===== config.mk =====
export PLATFORM = sky130hd
export DESIGN_NAME = tlvr_turn_limit
export DESIGN_NICKNAME = d
export VERILOG_FILES = /design/src/sv/tlvr_pkg.sv /design/src/sv/tlvr_turn_limit.sv
export SDC_FILE = /design/constraint.sdc
export NUM_CORES = 1
export LEC_CHECK = 0
export ABC_AREA = 1
export BUFFER_PORTS_ARGS = -buffer_cell sky130_fd_sc_hd__buf_2
export CAP_MARGIN = 20
export CORE_ASPECT_RATIO = 1.1
export CORE_UTILIZATION = 52
export CTS_BUF_LIST = sky130_fd_sc_hd__clkbuf_2 sky130_fd_sc_hd__clkbuf_4 sky130_fd_sc_hd__clkbuf_8
export CTS_CLUSTER_DIAMETER = 60
export CTS_CLUSTER_SIZE = 16
export DETAILED_ROUTE_END_ITERATION = 7
export MAX_ROUTING_LAYER = met4
export PLACE_DENSITY = 0.7
export SLEW_MARGIN = 0
export SYNTH_ARGS = -nofsm -noshare
export SYNTH_HDL_FRONTEND = slang
export SYNTH_SLANG_ARGS = --single-unit

===== constraint.sdc =====
create_clock -name clk_i -period 18.9 [get_ports clk_i]
set_input_delay 3.78 -clock clk_i [delete_from_list [all_inputs] [get_ports clk_i]]
set_output_delay 3.78 -clock clk_i [all_outputs]
set_load 0.005 [all_outputs]

===== src/sv/tlvr_pkg.sv =====
`default_nettype none
package tlvr_pkg;

  // Field and angle resolution
  localparam int unsigned CoordBits = 16;
  localparam int unsigned AngleBits = 16;
  localparam int unsigned GuardBits = 16;
  localparam int unsigned TableLen  = 24;

  // Datapath widths: guarded coordinates plus CORDIC growth and sign
  localparam int unsigned VecW  = CoordBits + GuardBits + 4;
  localparam int unsigned RotZW = 34;

  // 1/K with 32 fraction bits
  localparam logic [31:0] GainQ32 = 32'h9B74EDA9;

  // Register map
  localparam logic [0:0] RegMaxTurn   = 1'b0;
  localparam logic [15:0] MaxTurnReset = 16'd2048;

  typedef struct packed {
    logic signed [CoordBits-1:0] origin_x;
    logic signed [CoordBits-1:0] origin_y;
    logic signed [CoordBits-1:0] target_x;
    logic signed [CoordBits-1:0] target_y;
  } in_word_t;

  typedef struct packed {
    logic signed [CoordBits-1:0] new_x;
    logic signed [CoordBits-1:0] new_y;
  } out_word_t;

  // Pipeline control that travels between the sections
  typedef struct packed {
    logic en;
    logic valid;
  } pipe_ctl_t;

  // Arctangent of 2^-i in units of 2^-32 turn
  function automatic logic [31:0] atan_turn(input int unsigned idx);
    logic [31:0] r;
    case (idx)
      0:  r = 32'h20000000;
      1:  r = 32'h12E4051E;
      2:  r = 32'h09FB385B;
      3:  r = 32'h051111D4;
      4:  r = 32'h028B0D43;
      5:  r = 32'h0145D7E1;
      6:  r = 32'h00A2F61E;
      7:  r = 32'h00517C55;
      8:  r = 32'h0028BE53;
      9:  r = 32'h00145F2F;
      10: r = 32'h000A2F98;
      11: r = 32'h000517CC;
      12: r = 32'h00028BE6;
      13: r = 32'h000145F3;
      14: r = 32'h0000A2FA;
      15: r = 32'h0000517D;
      16: r = 32'h000028BE;
      17: r = 32'h0000145F;
      18: r = 32'h00000A30;
      19: r = 32'h00000518;
      20: r = 32'h0000028C;
      21: r = 32'h00000146;
      22: r = 32'h000000A3;
      23: r = 32'h00000051;
      default: r = 32'h00000000;
    endcase
    return r;
  endfunction

endpackage
`default_nettype wire


===== src/sv/tlvr_turn_limit.sv =====
`default_nettype none
module tlvr_turn_limit import tlvr_pkg::*; (
  input  wire logic                        clk_i,
  input  wire logic                        rst_ni,
  input  wire pipe_ctl_t                   ctl_i,
  input  wire logic [31:0]                 angle_t_i,
  input  wire logic [31:0]                 angle_o_i,
  input  wire logic signed [CoordBits-1:0] ox_i,
  input  wire logic signed [CoordBits-1:0] oy_i,
  input  wire logic [15:0]                 max_turn_i,
  output logic                             valid_o,
  output logic signed [VecW-1:0]           x_o,
  output logic signed [VecW-1:0]           y_o,
  output logic signed [RotZW-1:0]          z_o
);

  localparam int unsigned ProdW = CoordBits + 1 + 33;
  localparam logic [31:0] AngRound = 32'(1) << (31 - AngleBits);
  localparam logic [AngleBits:0] Half = (AngleBits+1)'(1) << (AngleBits - 1);
  localparam logic signed [ProdW-1:0] ProdRound = ProdW'(1) <<< (31 - GuardBits);
  localparam logic signed [32:0] GainS = $signed({1'b0, GainQ32});

  // ---------------- stage 1: wrap and clamp the turn ----------------
  logic [31:0]              diff;
  logic signed [AngleBits:0] v_s, lim_s, v_c;
  logic [AngleBits:0]       lim;
  logic [31:0]              r;
  logic                     flip_d;
  logic [31:0]              z1_d;

  always_comb begin
    diff = angle_t_i - angle_o_i + AngRound;
    v_s  = $signed({diff[31], diff[31 -: AngleBits]});
    lim  = ((AngleBits+1)'(max_turn_i) > Half) ? Half : (AngleBits+1)'(max_turn_i);
    lim_s = $signed(lim);
    v_c = v_s;
    if (v_s > lim_s) begin
      v_c = lim_s;
    end
    if (v_s < -lim_s) begin
      v_c = -lim_s;
    end
    r = {v_c[AngleBits-1:0], {(32-AngleBits){1'b0}}};
    // Turns past a quarter rotate the negated vector by the rest
    flip_d = r[31] ^ r[30];
    z1_d   = flip_d ? {~r[31], r[30:0]} : r;
  end

  logic                        vld1_q, vld2_q, vld3_q;
  logic                        flip1_q;
  logic [31:0]                 z1_q, z2_q;
  logic signed [CoordBits-1:0] ox1_q, oy1_q;

  always_ff @(posedge clk_i or negedge rst_ni) begin
    if (!rst_ni) begin
      vld1_q <= 1'b0;
      vld2_q <= 1'b0;
      vld3_q <= 1'b0;
    end else if (ctl_i.en) begin
      vld1_q <= ctl_i.valid;
      vld2_q <= vld1_q;
      vld3_q <= vld2_q;
    end
  end

  always_ff @(posedge clk_i) begin
    if (ctl_i.en) begin
      flip1_q <= flip_d;
      z1_q    <= z1_d;
      ox1_q   <= ox_i;
      oy1_q   <= oy_i;
    end
  end

  // ---------------- stage 2: negate and apply gain ----------------
  logic signed [CoordBits:0] xn, yn;
  logic signed [ProdW-1:0]   px_d, py_d, px_q, py_q;

  always_comb begin
    xn = flip1_q ? -(CoordBits+1)'(ox1_q) : (CoordBits+1)'(ox1_q);
    yn = flip1_q ? -(CoordBits+1)'(oy1_q) : (CoordBits+1)'(oy1_q);
    px_d = ProdW'(xn) * ProdW'(GainS);
    py_d = ProdW'(yn) * ProdW'(GainS);
  end

  always_ff @(posedge clk_i) begin
    if (ctl_i.en) begin
      px_q <= px_d;
      py_q <= py_d;
      z2_q <= z1_q;
    end
  end

  // ---------------- stage 3: round to guard-bit fraction ----------------
  logic signed [ProdW-1:0] rx, ry;
  logic signed [VecW-1:0]  x3_q, y3_q;
  logic signed [RotZW-1:0] z3_q;

  always_comb begin
    rx = (px_q + ProdRound) >>> (32 - GuardBits);
    ry = (py_q + ProdRound) >>> (32 - GuardBits);
  end

  always_ff @(posedge clk_i) begin
    if (ctl_i.en) begin
      x3_q <= rx[VecW-1:0];
      y3_q <= ry[VecW-1:0];
      z3_q <= RotZW'($signed(z2_q));
    end
  end

  assign valid_o = vld3_q;
  assign x_o     = x3_q;
  assign y_o     = y3_q;
  assign z_o     = z3_q;

endmodule
`default_nettype wire


## After elaboration in Yosys (flattened, before gate mapping)

Cells that the tools add are included.

- Bitwise logic cells: 2
- $add $sub $neg: 7
- Multiply operators: 2
- $lt $le $gt $ge: 3
- Mux-type cells: 6

Operators by type and width:

| operator | number |
|---|---|
| adder 50 x 17 -> 50 bit, second input constant | 2 |
| multiplier 17 x 33 -> 50 bit, second input constant | 2 |
| negation 16 -> 17 bit | 3 |
| two-way mux 16 bit | 3 |
| two-way mux 17 bit | 2 |
| adder 32 x 16 -> 32 bit, second input constant | 1 |
| two-way mux 32 bit | 1 |
| subtractor 32 bit | 1 |
| > comparator 16 x 17 -> 1 bit | 1 |
| less-than comparator 16 x 17 -> 1 bit | 1 |
| > comparator 16 bit, second input constant | 1 |
| inverter 1 bit | 1 |
| bitwise XOR 1 bit | 1 |

- Output and inout port bits: 107
- Input bits: 116
- Bits in registers: 300
- Word-level logic and storage cells: 33

## Longest topological paths before layout

- Word-level depth: 7
- Gate-level depth with buffers: 35
- Gate-level depth less buffers: 35

## Worst setup path before layout

No wires, ideal clock.

- Path type: register to register
- From: reg ox1_q[0]
- To: reg px_q[48], data pin
- Clock period less this slack: 7.230 ns
- Data arrival time: 6.977 ns
- Library setup time: 0.252 ns
- Cell stages (with the launch flop): 35
- Path slack: 11.670 ns
- Required time: 18.648 ns
- Path buffers: 0
- Cells stage by stage: edfxtp_1 -> inv_1 -> ha_1 -> nand3_1 -> nor3_1 -> nand3_1 -> nor3_1 -> nand2_1 -> nand2_1 -> o21ai_0 -> xor2_1 -> inv_1 -> fa_1 -> fa_1 -> inv_1 -> fa_1 -> inv_1 -> fa_1 -> fa_1 -> inv_1 -> fa_1 -> inv_1 -> ha_1 -> a21oi_1 -> inv_1 -> a31oi_1 -> o21ai_0 -> nor2_1 -> nand2_1 -> nand2_1 -> nand2_1 -> nand2_1 -> nand2_1 -> nand2_1 -> nand2_1

- Cells in the longest elaborated chain, start to end: 3

RTL lines:

| what | line | text |
|---|---|---|
| from (decl) | tlvr_turn_limit.sv:52 | `logic signed [CoordBits-1:0] ox1_q, oy1_q;` |
| from (signal assigned) | tlvr_turn_limit.sv:70 | `ox1_q <= ox_i;` |
| negation 16 -> 17 bit | tlvr_turn_limit.sv:80 | `xn = flip1_q ? -(CoordBits+1)'(ox1_q) : (CoordBits+1)'(ox1_q);` |
| two-way mux 17 bit * | tlvr_turn_limit.sv:80 |  |
| multiplier 17 x 33 -> 50 bit * | tlvr_turn_limit.sv:82 | `px_d = ProdW'(xn) * ProdW'(GainS);` |
| named net px_d[48] | tlvr_turn_limit.sv:77 | `logic signed [ProdW-1:0] px_d, py_d, px_q, py_q;` |
| to (signal assigned) | tlvr_turn_limit.sv:88 | `px_q <= px_d;` |
| to (decl) | tlvr_turn_limit.sv:77 |  |

Mark *: on every way through the listed nets, which the timed path passes. The rest lies on a longest branch.
A chain may end at the register's enable or synchronous reset.

## Worst setup path after layout

- From: reg ox1_q[0]
- To: reg px_q[40], data pin

The elaborated chain is that of the path after synthesis.

==> results.py <==
metrics = {
    "clock_network": {
        "post_cts_buffers": 0,
        "cts_sinks": 219,
        "ctsLongestPathBuffers": 3,
        "worstSkewPairLatency_ps": 620,
        "cts-root-buf": "clkbuf_8",
        "cts_buffers": 24,
        "tritoncts": "done",
        "cts_hold_buf": 0,
        "cts_resized": 0,
        "clk_pin_slew_ps": 100,
        "h-tree-depth": 1,
    },
    "sta": {
        "post-route-period-util_pct": 46.1,
        "fin_crit_ps": 8720,
        "finalHoldViolCount": 0,
        "fin_setup_tns_ps": 0,
        "max-slew-margin-rel_pct": 24.0,
        "slew_viol_final": 0,
        "rsz0062_at_grt": "false",
        "finClkSkew_ps": 22.7,
        "finalSetupViolCount": 0,
        "worst_pin_slew_ps": 1140,
        "max_freq_ghz": 0.115,
    },
    "detailed_routing": {
        "wl_per_cell_um": 18.1,
        "drc": 0,
        "wirelength_mm": 88.2,
        "via_count": 25400,
        "drtPass1Iterations": 7,
        "ant_nets": 0,
        "drt_iter0_drc": 1619,
        "viasPerCell": 5.19,
    },
    "die": {
        "coreArea_um2": 62300,
        "ioPinCount": 223,
        "start_util_pct": 52.6,
        "die_width_um": 241,
        "die-area_um2": 64000,
        "rows": 96,
        "fp.dieH_um": 265,
    },
    "logic_synthesis": {
        "yosysTopAreaCellShare_pct": 24.9,
        "ys_seq_area_share_pct": 20.0,
        "ys_top_cells_by_area": "fa_1, edfxtp_1, ha_1",
        "syn_inst": 3800,
        "ys.flop_type": "edfxtp_1",
        "yosysTopAreaCell": "fa_1",
        "synth_edf_count": 216,
        "syn_area_um2": 32800,
        "yosys_warnings": 0,
        "async_flop_share_pct": 1.37,
        "ys_types": 52,
        "syn_avg_cell_area_um2": 8.62,
        "ys_seq_elements": 219,
    },
    "placed_design": {
        "dp_hpwl_mm": 76.9,
        "place_congestion": 1.02,
        "portBuffers": 206,
    },
    "global_routing": {
        "grt_pass1_vias": 26400,
        "antenna_found_initial": 1,
        "grt_pass1_wl_mm": 142,
        "grt-ovfl-total": 0,
        "grtUsageTotal_pct": 29.8,
        "grt_start_max_net_pins": 77,
    },
    "worst_setup_path": {
        "crit_path_max_fanout": 9,
        "slowest_stage": "fa_1",
        "crit_type": "flop to flop",
        "crit_arrival_ps": 9100,
        "cp_common_cell": "nand2_1",
        "max_stage_delay_ps": 650,
        "startpoint_type": "flop",
        "end_kind": "flop",
        "cp.required_ps": 19290,
    },
    "job": {
        "maxCapViolCount": 0,
    },
    "layout": {
        "nets": 5004,
        "regArea_um2": 6560,
        "multi_input_area_um2": 22300,
        "syn_to_final_growth_pct": 8.04,
        "fillerInstances": 5796,
        "drive_above_1_share_pct": 8.17,
    },
    "worst_hold_path": {
        "hold_path.class": "flop to flop",
    },
    "status": {
        "run_status": "completed",
    },
}
-- synth_stat cells, types with 15 or more instances --
cell type  number
inv_1         987
fa_1          408
o21ai_0       102
nor3_1         37
nand4_1        32
nor2_1        264
xor2_1        120
a21oi_1       136
nand3_1       130
o21bai_1       16
a31oi_1        31
a21o_1         18
xnor2_1        32
buf_4          26
ha_1          443
nor4_1         15
edfxtp_1      216
nand2_1       652
-- final timing paths --
kind	from	to	slack [ps]	cells past startpoint
min in group asynchronous	rst_ni	vld1_q	2960	1
setup reg to reg	ox1_q[0]	px_q[40]	10180	34
hold reg to reg	z2_q[30]	z_o[30]	420	0
hold / removal	z2_q[30]	z_o[30]	420	0
setup / recovery	ox1_q[0]	px_q[40]	10180	34
max in group asynchronous	rst_ni	valid_o	15790	1
-- sequential cells by signal (all words and copies together), names as in the netlist, 15 cells and up --
signal and count:
ox1_q 16, oy1_q 16, px_q 35, py_q 35, x_o 34, y_o 34, z1_q 15, z2_q 15
z_o 15
-- worst max-delay path: cells and delay by family (launching register included) --
| family | cells | cell delay (ps) |
|---|---|---|
| fa+ha+maj | 8 | 4050 |
| simple gates | 14 | 1520 |
| buf+inv | 7 | 1020 |
| compound gates | 4 | 670 |
| flops | 1 | 610 |
| xor+xnor | 1 | 580 |
-- cells in the final DEF (no fill, tap or decap), types with 9 or more instances in the layout --
| master | netlist | routed |
|---|---|---|
| clkbuf_8 | 0 | 24 |
| inv_1 | 987 | 987 |
| conb_1 | 1 | 16 |
| xnor2_1 | 32 | 32 |
| ha_1 | 443 | 443 |
| edfxtp_1 | 216 | 216 |
| nor4_1 | 15 | 15 |
| a21oi_1 | 136 | 136 |
| nand4_1 | 32 | 32 |
| nor2_1 | 264 | 264 |
| o21a_1 | 11 | 11 |
| or2_2 | 11 | 11 |
| nor2_2 | 9 | 9 |
| xor2_1 | 120 | 120 |
| o21ai_1 | 8 | 9 |
| a31oi_1 | 31 | 31 |
| nor3_1 | 37 | 37 |
| o21ai_0 | 102 | 101 |
| o21bai_1 | 16 | 16 |
| fa_1 | 408 | 408 |
| o211ai_1 | 10 | 10 |
| nand3_2 | 9 | 9 |
| buf_2 | 2 | 205 |
| nand2_1 | 652 | 652 |
| buf_4 | 26 | 23 |
| a21o_1 | 18 | 18 |
| nand3_1 | 130 | 130 |
-- area by class of cell --
cell class / count / area share (%)
diodes: 1 / 0.00707
clock buffers: 25 / 0.954
clock inverters: 16 / 0.643
inverters: 989 / 10.5
multi-input cells: 2574 / 63.0
flip-flops and latches: 219 / 18.5
well taps: 833 / 2.94
repair buffers: 229 / 3.43
-- per-stage QoR --
stage	hold WS (ps)	setup WS (ps)	instances	util [%]	cell area, um^2
detailed placement	405	10190	4842	55.9	34800
CTS	422	10170	4883	56.8	35400
global placement	400	10240	4840	55.8	34800
global route	425	9540	4886	56.8	35400
finish	424	10180	4886	56.8	35400
floorplan	400	11670	3815	-	32800
-- per-layer routing --
metal  vias to the layer above  GRT usage, %  part of all wire (%)
met1                     12100          35.7                    40
met4                         0          11.0                   4.4
met5                         -             -                     0
met2                       735          51.6                    51
met3                       197          2.85                   4.7
li1                      12300             -                     -
-- cell families after synthesis --
family                   Yosys count  synth area share (%)
AO/OA/AOI/OAI                    362                  6.36
XOR/XNOR                         152                  4.06
adder cells (fa/ha/maj)          851                  41.8
buffers and inverters           1022                  12.1
flip-flops                       219                  20.0
multiplexers                       1                0.0344
other                              1                0.0114
AND/OR/NAND/NOR                 1192                  15.6
Power is not shown: default switching activity piles up to over one toggle a cycle in this logic, so the estimate is an artifact.
